`config.mk`:
```
export PLATFORM = sky130hd
export DESIGN_NAME = napot_region_table_alloc_unit
export DESIGN_NICKNAME = d
export VERILOG_FILES = /design/src/hdl/nrta_pkg.sv /design/src/hdl/napot_region_table_alloc_unit.sv /design/src/hdl/nrta_ctrl.sv /design/src/hdl/nrta_dp.sv
export SDC_FILE = /design/constraint.sdc
export NUM_CORES = 1
export LEC_CHECK = 0
export BUFFER_PORTS_ARGS = -buffer_cell sky130_fd_sc_hd__buf_2
export CAP_MARGIN = 20
export CORE_UTILIZATION = 40
export CTS_CLUSTER_SIZE = 30
export DETAILED_ROUTE_END_ITERATION = 6
export GPL_TIMING_DRIVEN = 0
export SLEW_MARGIN = 30
export SYNTH_ARGS = -nofsm -noshare
export SYNTH_HDL_FRONTEND = slang
export SYNTH_SLANG_ARGS = --single-unit
```
`constraint.sdc`:
```
create_clock -name aclk -period 17.27 [get_ports aclk]
set_clock_uncertainty 0.1 [all_clocks]
set_input_delay 0.8635 -clock aclk [delete_from_list [all_inputs] [get_ports aclk]]
set_output_delay 0.8635 -clock aclk [all_outputs]
set_load 0.02 [all_outputs]
```
`src/hdl/nrta_pkg.sv`:
```
// ----------------------------------------------------------------------------
// nrta_pkg
// Shared types and constants for the NAPOT region table allocator: request
// and result codes, attribute type field codes, and the controller/datapath
// command and status bundles.
// ----------------------------------------------------------------------------
`default_nettype none

package nrta_pkg;

    // Fixed field widths
    localparam int SIZE_BITS = 41;
    localparam int FLAGS_W   = 8;
    localparam int STATUS_W  = 2;
    localparam int OUT_IDX_W = 4;
    localparam int PADDR_W   = 3;
    localparam int PDATA_W   = 32;

    // Request kinds
    localparam logic MODE_ALLOC = 1'b0;
    localparam logic MODE_FREE  = 1'b1;

    // Result status codes
    localparam logic [STATUS_W-1:0] STATUS_OK       = 2'd0;
    localparam logic [STATUS_W-1:0] STATUS_UNSUP    = 2'd1;
    localparam logic [STATUS_W-1:0] STATUS_OVERLAP  = 2'd2;
    localparam logic [STATUS_W-1:0] STATUS_FAIL     = 2'd3;

    // Attribute type field (bits 1:0 of the flag byte)
    localparam logic [FLAGS_W-1:0] ETYP_MASK  = 8'h03;
    localparam logic [FLAGS_W-1:0] ETYP_OFF   = 8'h00;
    localparam logic [FLAGS_W-1:0] ETYP_NAPOT = 8'h03;

    // Register index (paddr[2]) of the support flag
    localparam logic REG_IDX_PMA = 1'b0;

    // Controller states
    typedef enum logic [2:0] {
        ST_IDLE,
        ST_PREP,
        ST_SCAN,
        ST_DRAIN1,
        ST_DRAIN2,
        ST_FINISH
    } nrta_state_t;

    // Controller to datapath commands
    typedef struct packed {
        logic accept;   // capture the request
        logic prep;     // derive end, checks, encoded word; clear scan flags
        logic scan;     // read one table entry into the scan pipe
        logic commit;   // update table, load result register
    } nrta_cmd_t;

    // Datapath to controller status
    typedef struct packed {
        logic last;     // scan counter at the final entry
        logic out_free; // result register can take a new result
    } nrta_sts_t;

endpackage

`default_nettype wire

```
`src/hdl/napot_region_table_alloc_unit.sv`:
```
// ----------------------------------------------------------------------------
// napot_region_table_alloc_unit
// NAPOT memory-attribute region table with allocate and free requests.
// ----------------------------------------------------------------------------
// Usage:
//   Requests enter on the s_ channel (valid/ready): s_mode selects allocate
//   or free, with base address, size and flag byte. Each request gives one
//   result on the m_ channel: a status code and the entry index.
//   The APB port holds one register at address 0: bit 0 is the support flag
//   (reset 1). Write it only while no request is in flight.
// Sequence:
//   m_valid rises after an accepted request has passed through the setup
//   state, a scan of every entry through the single-read table, the drain
//   states DRAIN1 and DRAIN2 for the decode/compare pipe, and the commit.
//   One request is worked at a time: a new request is accepted only once the
//   previous one has committed its result.
// Reset:
//   Synchronous, active low. All entries are disabled and the support flag
//   is set. No clearing pass is needed.
// Stall:
//   A held result stays in the output register; the next request may be
//   accepted and scanned, and its commit waits until the register frees.
// ----------------------------------------------------------------------------
`default_nettype none

module napot_region_table_alloc_unit #(
    parameter int NUM_ENTRIES     = 16,
    parameter int ADDR_BITS       = 40,
    parameter int MIN_REGION_LOG2 = 12
) (
    input  wire logic                               aclk,
    input  wire logic                               aresetn,
    // APB configuration port
    input  wire logic                               psel,
    input  wire logic                               penable,
    input  wire logic                               pwrite,
    input  wire logic [nrta_pkg::PADDR_W-1:0]       paddr,
    input  wire logic [nrta_pkg::PDATA_W-1:0]       pwdata,
    output logic      [nrta_pkg::PDATA_W-1:0]       prdata,
    output logic                                    pready,
    // Request channel
    input  wire logic                               s_valid,
    output logic                                    s_ready,
    input  wire logic                               s_mode,
    input  wire logic [ADDR_BITS-1:0]               s_base_address,
    input  wire logic [nrta_pkg::SIZE_BITS-1:0]     s_region_size,
    input  wire logic [nrta_pkg::FLAGS_W-1:0]       s_region_flags,
    // Result channel
    output logic                                    m_valid,
    input  wire logic                               m_ready,
    output logic [nrta_pkg::STATUS_W-1:0]           m_status,
    output logic [nrta_pkg::OUT_IDX_W-1:0]          m_entry_index
);

    logic                pma_supported_reg;
    logic                cfg_wr;
    nrta_pkg::nrta_cmd_t cmd;
    nrta_pkg::nrta_sts_t sts;

    // Configuration register
    assign pready = 1'b1;
    assign cfg_wr = psel && penable && pwrite && pready
                 && (paddr[2] == nrta_pkg::REG_IDX_PMA);

    always_ff @(posedge aclk) begin
        if (!aresetn) begin
            pma_supported_reg <= 1'b1;
        end else if (cfg_wr) begin
            pma_supported_reg <= pwdata[0];
        end
    end

    assign prdata = (paddr[2] == nrta_pkg::REG_IDX_PMA)
                  ? {{(nrta_pkg::PDATA_W - 1){1'b0}}, pma_supported_reg}
                  : '0;

    // Sequencer
    nrta_ctrl u_ctrl (
        .aclk    (aclk),
        .aresetn (aresetn),
        .s_valid (s_valid),
        .s_ready (s_ready),
        .sts     (sts),
        .cmd     (cmd)
    );

    // Table and scan datapath
    nrta_dp #(
        .NUM_ENTRIES     (NUM_ENTRIES),
        .ADDR_BITS       (ADDR_BITS),
        .MIN_REGION_LOG2 (MIN_REGION_LOG2)
    ) u_dp (
        .aclk           (aclk),
        .aresetn        (aresetn),
        .cmd            (cmd),
        .sts            (sts),
        .pma_supported  (pma_supported_reg),
        .s_mode         (s_mode),
        .s_base_address (s_base_address),
        .s_region_size  (s_region_size),
        .s_region_flags (s_region_flags),
        .m_valid        (m_valid),
        .m_ready        (m_ready),
        .m_status       (m_status),
        .m_entry_index  (m_entry_index)
    );

endmodule

`default_nettype wire

```
`src/hdl/nrta_ctrl.sv`:
```
// ----------------------------------------------------------------------------
// nrta_ctrl
// Request sequencer: accepts a request, runs one pass over the table, waits
// for the scan pipe to drain, then commits once the result register is free.
// ----------------------------------------------------------------------------
`default_nettype none

module nrta_ctrl (
    input  wire logic                aclk,
    input  wire logic                aresetn,
    input  wire logic                s_valid,
    output logic                     s_ready,
    input  wire nrta_pkg::nrta_sts_t sts,
    output nrta_pkg::nrta_cmd_t      cmd
);

    nrta_pkg::nrta_state_t state_reg;
    nrta_pkg::nrta_state_t state_next;

    // State register
    always_ff @(posedge aclk) begin
        if (!aresetn) begin
            state_reg <= nrta_pkg::ST_IDLE;
        end else begin
            state_reg <= state_next;
        end
    end

    // Next state and commands
    always_comb begin
        state_next = state_reg;
        cmd        = '0;
        s_ready    = 1'b0;
        unique case (state_reg)
            nrta_pkg::ST_IDLE: begin
                s_ready = 1'b1;
                if (s_valid) begin
                    cmd.accept = 1'b1;
                    state_next = nrta_pkg::ST_PREP;
                end
            end
            nrta_pkg::ST_PREP: begin
                cmd.prep   = 1'b1;
                state_next = nrta_pkg::ST_SCAN;
            end
            nrta_pkg::ST_SCAN: begin
                cmd.scan = 1'b1;
                if (sts.last) begin
                    state_next = nrta_pkg::ST_DRAIN1;
                end
            end
            nrta_pkg::ST_DRAIN1: begin
                state_next = nrta_pkg::ST_DRAIN2;
            end
            nrta_pkg::ST_DRAIN2: begin
                state_next = nrta_pkg::ST_FINISH;
            end
            nrta_pkg::ST_FINISH: begin
                if (sts.out_free) begin
                    cmd.commit = 1'b1;
                    state_next = nrta_pkg::ST_IDLE;
                end
            end
            default: begin
                state_next = nrta_pkg::ST_IDLE;
            end
        endcase
    end

endmodule

`default_nettype wire

```
`src/hdl/nrta_dp.sv`:
```
// ----------------------------------------------------------------------------
// nrta_dp
// Datapath: request registers, region table (enable bits plus encoded word
// memory), three-stage scan pipe (read, decode, compare), result register.
// ----------------------------------------------------------------------------
`default_nettype none

module nrta_dp #(
    parameter int NUM_ENTRIES     = 16,
    parameter int ADDR_BITS       = 40,
    parameter int MIN_REGION_LOG2 = 12
) (
    input  wire logic                               aclk,
    input  wire logic                               aresetn,
    input  wire nrta_pkg::nrta_cmd_t                cmd,
    output nrta_pkg::nrta_sts_t                     sts,
    input  wire logic                               pma_supported,
    input  wire logic                               s_mode,
    input  wire logic [ADDR_BITS-1:0]               s_base_address,
    input  wire logic [nrta_pkg::SIZE_BITS-1:0]     s_region_size,
    input  wire logic [nrta_pkg::FLAGS_W-1:0]       s_region_flags,
    output logic                                    m_valid,
    input  wire logic                               m_ready,
    output logic [nrta_pkg::STATUS_W-1:0]           m_status,
    output logic [nrta_pkg::OUT_IDX_W-1:0]          m_entry_index
);

    localparam int IDX_W  = (NUM_ENTRIES > 1) ? $clog2(NUM_ENTRIES) : 1;
    localparam int WORD_W = ADDR_BITS - 2;
    localparam int SZ_W   = nrta_pkg::SIZE_BITS;
    localparam int END_W  = ADDR_BITS + 1;
    localparam int EXT_W  = ((END_W > SZ_W) ? END_W : SZ_W) + 1;
    localparam int OIDX_W = nrta_pkg::OUT_IDX_W;
    localparam int FL_W   = nrta_pkg::FLAGS_W;

    // Request registers
    logic                  mode_reg;
    logic [ADDR_BITS-1:0]  base_reg;
    logic [SZ_W-1:0]       size_reg;
    logic [SZ_W-1:0]       size_m1_reg;
    logic [FL_W-1:0]       type_reg;

    // Derived request values
    logic [EXT_W-1:0]      nend_reg;
    logic                  bad_reg;
    logic                  size_zero_reg;
    logic [WORD_W-1:0]     word_reg;

    // Table
    logic [NUM_ENTRIES-1:0] on_reg;
    logic [WORD_W-1:0]      word_mem [NUM_ENTRIES];

    // Scan pipe
    logic [IDX_W-1:0]      cnt_reg;
    logic                  a_vld_reg;
    logic [IDX_W-1:0]      a_idx_reg;
    logic                  a_on_reg;
    logic [WORD_W-1:0]     a_word_reg;
    logic                  b_vld_reg;
    logic [IDX_W-1:0]      b_idx_reg;
    logic                  b_on_reg;
    logic [ADDR_BITS-1:0]  b_start_reg;
    logic [END_W-1:0]      b_end_reg;

    // Scan results
    logic                  hit_reg;
    logic [IDX_W-1:0]      hit_idx_reg;
    logic                  slot_reg;
    logic [IDX_W-1:0]      slot_idx_reg;

    // Result register
    logic                  m_valid_reg;
    logic [nrta_pkg::STATUS_W-1:0] status_reg;
    logic [OIDX_W-1:0]     index_reg;

    logic [EXT_W-1:0]      nend_calc;
    logic                  bad_calc;
    logic [WORD_W:0]       w_ext;
    logic [WORD_W:0]       w_xor;
    logic [WORD_W-1:0]     low_mask;
    logic [ADDR_BITS-1:0]  dec_start;
    logic [END_W-1:0]      dec_end;
    logic                  match;
    logic                  overlap;
    logic                  entry_hit;
    logic [nrta_pkg::STATUS_W-1:0] status_calc;
    logic [IDX_W-1:0]      index_calc;

    assign sts.last     = (cnt_reg == IDX_W'(NUM_ENTRIES - 1));
    assign sts.out_free = !m_valid_reg || m_ready;

    // Request capture
    always_ff @(posedge aclk) begin
        if (cmd.accept) begin
            mode_reg    <= s_mode;
            base_reg    <= s_base_address;
            size_reg    <= s_region_size;
            size_m1_reg <= s_region_size - SZ_W'(1);
            type_reg    <= s_region_flags & nrta_pkg::ETYP_MASK;
        end
    end

    // End address, region checks and encoded word
    always_comb begin
        nend_calc = EXT_W'(base_reg) + EXT_W'(size_m1_reg);
        bad_calc  = (size_reg < (SZ_W'(1) << MIN_REGION_LOG2))
                 || (EXT_W'(size_reg) > (EXT_W'(1) << ADDR_BITS))
                 || ((size_reg & size_m1_reg) != '0)
                 || ((EXT_W'(base_reg) & EXT_W'(size_m1_reg)) != '0)
                 || (type_reg != nrta_pkg::ETYP_NAPOT);
    end

    always_ff @(posedge aclk) begin
        if (cmd.prep) begin
            nend_reg      <= nend_calc;
            bad_reg       <= bad_calc;
            size_zero_reg <= (size_reg == '0);
            // aligned power-of-two region: the add is an OR
            word_reg      <= base_reg[ADDR_BITS-1:2] | WORD_W'(size_m1_reg >> 3);
        end
    end

    // Scan counter and table read stage
    always_ff @(posedge aclk) begin
        if (!aresetn) begin
            cnt_reg   <= '0;
            a_vld_reg <= 1'b0;
            b_vld_reg <= 1'b0;
        end else begin
            if (cmd.prep) begin
                cnt_reg <= '0;
            end else if (cmd.scan && !sts.last) begin
                cnt_reg <= cnt_reg + IDX_W'(1);
            end
            a_vld_reg <= cmd.scan;
            b_vld_reg <= a_vld_reg;
        end
    end

    always_ff @(posedge aclk) begin
        a_idx_reg <= cnt_reg;
        a_on_reg  <= on_reg[cnt_reg];
    end

    // Encoded word memory: one write port, one registered read port
    always_ff @(posedge aclk) begin
        if (cmd.commit && (status_calc == nrta_pkg::STATUS_OK)
                && (mode_reg == nrta_pkg::MODE_ALLOC)) begin
            word_mem[slot_idx_reg] <= word_reg;
        end
        a_word_reg <= word_mem[cnt_reg];
    end

    // Decode: trailing ones give the size, start clears them
    always_comb begin
        w_ext     = {1'b0, a_word_reg};
        w_xor     = w_ext ^ (w_ext + (WORD_W + 1)'(1));
        low_mask  = w_xor[WORD_W:1];
        dec_start = {a_word_reg & ~low_mask, 2'b00};
        dec_end   = END_W'(dec_start) | {low_mask, 3'b111};
    end

    always_ff @(posedge aclk) begin
        b_idx_reg   <= a_idx_reg;
        b_on_reg    <= a_on_reg;
        b_start_reg <= dec_start;
        b_end_reg   <= dec_end;
    end

    // Compare stage: first hit and first free slot
    always_comb begin
        match     = (b_start_reg == base_reg);
        overlap   = !size_zero_reg
                 && (EXT_W'(base_reg) <= EXT_W'(b_end_reg))
                 && (EXT_W'(b_start_reg) <= nend_reg);
        entry_hit = b_on_reg && ((mode_reg == nrta_pkg::MODE_FREE) ? match : overlap);
    end

    always_ff @(posedge aclk) begin
        if (!aresetn) begin
            hit_reg  <= 1'b0;
            slot_reg <= 1'b0;
        end else if (cmd.prep) begin
            hit_reg  <= 1'b0;
            slot_reg <= 1'b0;
        end else if (b_vld_reg) begin
            if (entry_hit && !hit_reg) begin
                hit_reg <= 1'b1;
            end
            if (!b_on_reg && !slot_reg) begin
                slot_reg <= 1'b1;
            end
        end
    end

    always_ff @(posedge aclk) begin
        if (b_vld_reg && entry_hit && !hit_reg) begin
            hit_idx_reg <= b_idx_reg;
        end
        if (b_vld_reg && !b_on_reg && !slot_reg) begin
            slot_idx_reg <= b_idx_reg;
        end
    end

    // Final status
    always_comb begin
        index_calc = '0;
        priority if (!pma_supported) begin
            status_calc = nrta_pkg::STATUS_UNSUP;
        end else if (mode_reg == nrta_pkg::MODE_FREE) begin
            status_calc = hit_reg ? nrta_pkg::STATUS_OK : nrta_pkg::STATUS_FAIL;
            index_calc  = hit_reg ? hit_idx_reg : '0;
        end else if (hit_reg) begin
            status_calc = nrta_pkg::STATUS_OVERLAP;
        end else if (!slot_reg || bad_reg) begin
            status_calc = nrta_pkg::STATUS_FAIL;
        end else begin
            status_calc = nrta_pkg::STATUS_OK;
            index_calc  = slot_idx_reg;
        end
    end

    // Enable bits
    always_ff @(posedge aclk) begin
        if (!aresetn) begin
            on_reg <= '0;
        end else if (cmd.commit && (status_calc == nrta_pkg::STATUS_OK)) begin
            if (mode_reg == nrta_pkg::MODE_FREE) begin
                on_reg[hit_idx_reg] <= 1'b0;
            end else begin
                on_reg[slot_idx_reg] <= (type_reg != nrta_pkg::ETYP_OFF);
            end
        end
    end

    // Result register
    always_ff @(posedge aclk) begin
        if (!aresetn) begin
            m_valid_reg <= 1'b0;
        end else if (cmd.commit) begin
            m_valid_reg <= 1'b1;
        end else if (m_ready) begin
            m_valid_reg <= 1'b0;
        end
    end

    always_ff @(posedge aclk) begin
        if (cmd.commit) begin
            status_reg <= status_calc;
            index_reg  <= OIDX_W'(index_calc);
        end
    end

    assign m_valid       = m_valid_reg;
    assign m_status      = status_reg;
    assign m_entry_index = index_reg;

endmodule

`default_nettype wire

```
==> results by group <==
Synth
  – Area share of the leading cell type in the synthesized netlist: 61.77%
  – Count of flip-flops with a built-in enable after synthesis: 829
  – Top post-synthesis cells by area: sky130_fd_sc_hd__edfxtp_1, sky130_fd_sc_hd__mux4_2, sky130_fd_sc_hd__dfxtp_1
  – Dominant combinational cell family by area after synthesis: multiplexers
  – Post-Synth Adder-Cell Area: 3.713%
  – Simple-gate portion of the synthesized area: 6.070%
  – Fraction of synthesized area in multiplexers: 10.95%
  – Cell area after synthesis: 40,300 um2
  – Mean area per synthesized cell: 17.13 um2
  – Leading area contributor after synthesis: sky130_fd_sc_hd__edfxtp_1
  – Syn Inst Count: 2,352
  – Synth Area in Compound Gates: 5.157%
  – Fraction of synthesized cell area in xor and xnor cells: 2.543%
  – Proportion of synthesized chip area in sequential cells: 69.37%
  – Async set or reset register ratio after synthesis: 0%
  – Synth cell types: 64
  – Number of synthesized register bits: 982
  – Yosys synthesis warning count: 0
  – Most used flip-flop cell after synthesis: sky130_fd_sc_hd__edfxtp_1

Placement
  – HPWL Detailed: 76,760 um
  – Cell count after placement: 3,862
  – Count of port buffers added during placement: 101
  – Total placed instance area: 43,860 um2
  – Global placer's final weighted congestion: 0.9251

Global route
  – Combined global-route utilization of all metal layers: 20.80%
  – Largest net degree at the start of global routing: 50
  – Wire length of the first global-routing pass: 154,400 um
  – GR Overflow Total: 0
  – Antenna violations before repair: 3
  – Number of global-route vias before repair: 22,710

Clock tree
  – Root cell of the clock tree: sky130_fd_sc_hd__clkbuf_16
  – PostCTS Resize Cnt: 0
  – Number of buffers added to fix hold violations after cts: 0
  – Number of buffers created by CTS: 100
  – CTS tree: done
  – Sinks on Clock Net: 982
  – Latest clock arrival within the worst-skew pair: 0.69 ns
  – H-tree level count: 3
  – Clock slew at the register clock pins of the worst setup and hold paths: 0.06 ns
  – Post-CTS repair timing setup buffer count: 0
  – Clock Path Buffers: 3

Setup path
  – Crit Path Category: register to register
  – Max stage delay on crit path: 0.52 ns
  – Data arrival time at the worst-slack endpoint: 4.49 ns
  – Slack of the worst reg-to-reg path: 13.05 ns
  – Setup crit end kind: register
  – Reg2reg start: u_ctrl.state_reg[0]$_SDFFE_PN0P_
  – Largest delay share family, worst path: buffers and inverters
  – Sort of element at the start of the critical path: register
  – CP max-delay cell: sky130_fd_sc_hd__nor2_1
  – Number of cells on the worst reg-to-reg path: 12
  – Crit-path max FO: 10
  – Worst EP required: 17.54 ns
  – Cells traversed along the worst timing path: clkbuf_1, nand3b_1, nor2_1, nand2_1, clkbuf_1, nor4_2, buf_2, buf_2, buf_2, buf_2, buf_2, buf_4
  – Endpoint of the worst-slack reg-to-reg timing path: u_dp.word_mem[13][19]$_DFFE_PP_
  – WP buf/inv: 8
  – Most used cell along the critical path: sky130_fd_sc_hd__buf_2

STA
  – Slew headroom: 31.23%
  – Maximum clock frequency: 0.2368 GHz
  – Number of setup violations in the final report: 0
  – Worst slew pin tran: 1.032 ns
  – Final count of pins violating max slew: 0
  – Final worst-path cycle share: 24.46%
  – Unrepaired setup endpoints after global routing: no
  – Minimum clock period after layout: 4.224 ns
  – Final-layout setup total negative slack: 0 ns
  – Hold Vio Cnt, Final: 0

Route
  – Routed wirelength normalized by instance count: 26.09 um
  – Drt initial violations: 2,492
  – Detailed-router iteration count before antenna repair: 5
  – Number of remaining DRC errors: 0
  – Post-detailed-routing wire length: 105,700 um
  – Number of nets with antenna violations after detailed routing: 0
  – Ratio of routed vias to standard cells: 5.583
  – Via count: 22,612

Power and ir drop
  – Areal power density over the cells: 135.4 nW/um2
  – Total power consumption of the routed design: 6.391 mW
  – Max rail drop VDD: 79.75 uV
  – Static Leak: 16.42 nW

Final layout
  – Number of nets in the layout: 2,917
  – Flip-flop count of the largest register after layout: 608
  – Post-route cell area: 47,180 um2
  – Number of diodes added for antenna fixing: 0
  – Most common library cell in the layout ignoring fill and taps: sky130_fd_sc_hd__edfxtp_1
  – Count of placed standard cells in the final layout, fillers left out: 4,050
  – Fraction of final layout cells sized beyond drive strength 1: 25.15%
  – Commonest cells after routing, fill and taps aside: sky130_fd_sc_hd__edfxtp_1, sky130_fd_sc_hd__mux4_2, sky130_fd_sc_hd__buf_2
  – Area Growth Syn to Fin: 17.09%

Floorplan
  – Vertical extent of the die: 319.4 um
  – Die outline area: 102,000 um2
  – Standard-cell row count: 116
  – Placeable core area: 100,000 um2
  – Chip width: 319.4 um
  – Boundary pin count: 173
  – Starting density of the core: 40.30%

Job
  – Max cap viols: 0

Hold path
  – Worst hold path type: register to register
  – Number of cells on the worst hold path: 0
  – Worst Hold Endpoint: u_dp.b_idx_reg[3]$_DFF_P_
  – Startpoint of the lowest-slack hold path: u_dp.a_idx_reg[3]$_DFF_P_

Status
  – Outcome: finished, final reports clean
stage by stage:
| step | hold slack [ns] | worst slack (ns) | util (%) |
|---|---|---|---|
| 2_1_floorplan | 0.2096 | 11.03 | - |
| 3_3_place_gp | 0.2107 | 4.709 | 42.54 |
| 6_report | 0.2260 | 13.05 | 47.18 |
| 5_1_grt | 0.2284 | 12.80 | 47.18 |
| 3_5_place_dp | 0.2121 | 12.85 | 43.86 |
| 4_1_cts | 0.2185 | 13.08 | 47.18 |
area by class of cell:
cell class,count,area [um2]
Sequential cell,982,27960
Buffer,94,508.0
Multi-Input combinational cell,1201,11690
Clock inverter,51,563.0
Tap cell,1298,1624
Fill cell,8405,52820
Clock buffer,137,2764
Timing Repair Buffer,182,1682
Inverter,105,394.1
metal layers:
layer	vias to the layer above	wire (um)	global-route usage, %	share of wire, %
li1	9888	-	-	-
met1	11660	46440	30.13	44
met2	897	49380	32.58	47
met3	165	7260	3.296	6.9
met4	2	2591	5.566	2.5
met5	-	13	0	0.012
power by group:
group	switching, mW	internal (mW)
sequential	0.227	2.88
combinational	0.622	0.480
clock	0.918	1.26
cell usage after synthesis (25+ instances only):
| cell type | instances |
|---|---|
| sky130_fd_sc_hd__a21o_1 | 49 |
| sky130_fd_sc_hd__a21oi_1 | 60 |
| sky130_fd_sc_hd__and2_1 | 25 |
| sky130_fd_sc_hd__buf_4 | 32 |
| sky130_fd_sc_hd__clkbuf_1 | 37 |
| sky130_fd_sc_hd__dfxtp_1 | 153 |
| sky130_fd_sc_hd__edfxtp_1 | 829 |
| sky130_fd_sc_hd__ha_1 | 118 |
| sky130_fd_sc_hd__inv_1 | 105 |
| sky130_fd_sc_hd__mux4_2 | 195 |
| sky130_fd_sc_hd__nand2_1 | 72 |
| sky130_fd_sc_hd__nand4_1 | 32 |
| sky130_fd_sc_hd__nor2_1 | 74 |
| sky130_fd_sc_hd__nor2b_1 | 33 |
| sky130_fd_sc_hd__nor3_1 | 29 |
| sky130_fd_sc_hd__nor4_1 | 37 |
| sky130_fd_sc_hd__o21ai_0 | 31 |
| sky130_fd_sc_hd__or2_2 | 54 |
| sky130_fd_sc_hd__xnor2_1 | 35 |
| sky130_fd_sc_hd__xor2_1 | 82 |
how the worst max path moves through the flow:
stage / cells after the start / endpoint / from / slack (ns)
2_1_floorplan: 6 / u_dp.on_reg[13]$_SDFFE_PN0P_ / m_ready / 11.03
3_3_place_gp: 7 / u_dp.on_reg[15]$_SDFFE_PN0P_ / m_ready / 4.71
3_5_place_dp: 11 / u_dp.size_m1_reg[37]$_DFFE_PP_ / s_region_size[10] / 12.85
4_1_cts: 12 / u_dp.word_mem[13][19]$_DFFE_PP_ / u_ctrl.state_reg[0]$_SDFFE_PN0P_ / 13.08
5_1_grt: 12 / u_dp.word_mem[13][20]$_DFFE_PP_ / u_ctrl.state_reg[0]$_SDFFE_PN0P_ / 12.80
6_report: 12 / u_dp.word_mem[13][19]$_DFFE_PP_ / u_ctrl.state_reg[0]$_SDFFE_PN0P_ / 13.05
cells by family (layout without fill, tap and decap cells):
group | after synthesis | in the layout
compound gates | 292 | 292
fa+ha+maj | 119 | 119
xor+xnor | 117 | 117
other cells | 2 | 32
flops | 982 | 982
mux | 197 | 197
simple gates | 444 | 444
buf+inv | 199 | 569
Note: power is estimated with default switching activity, not from simulation.
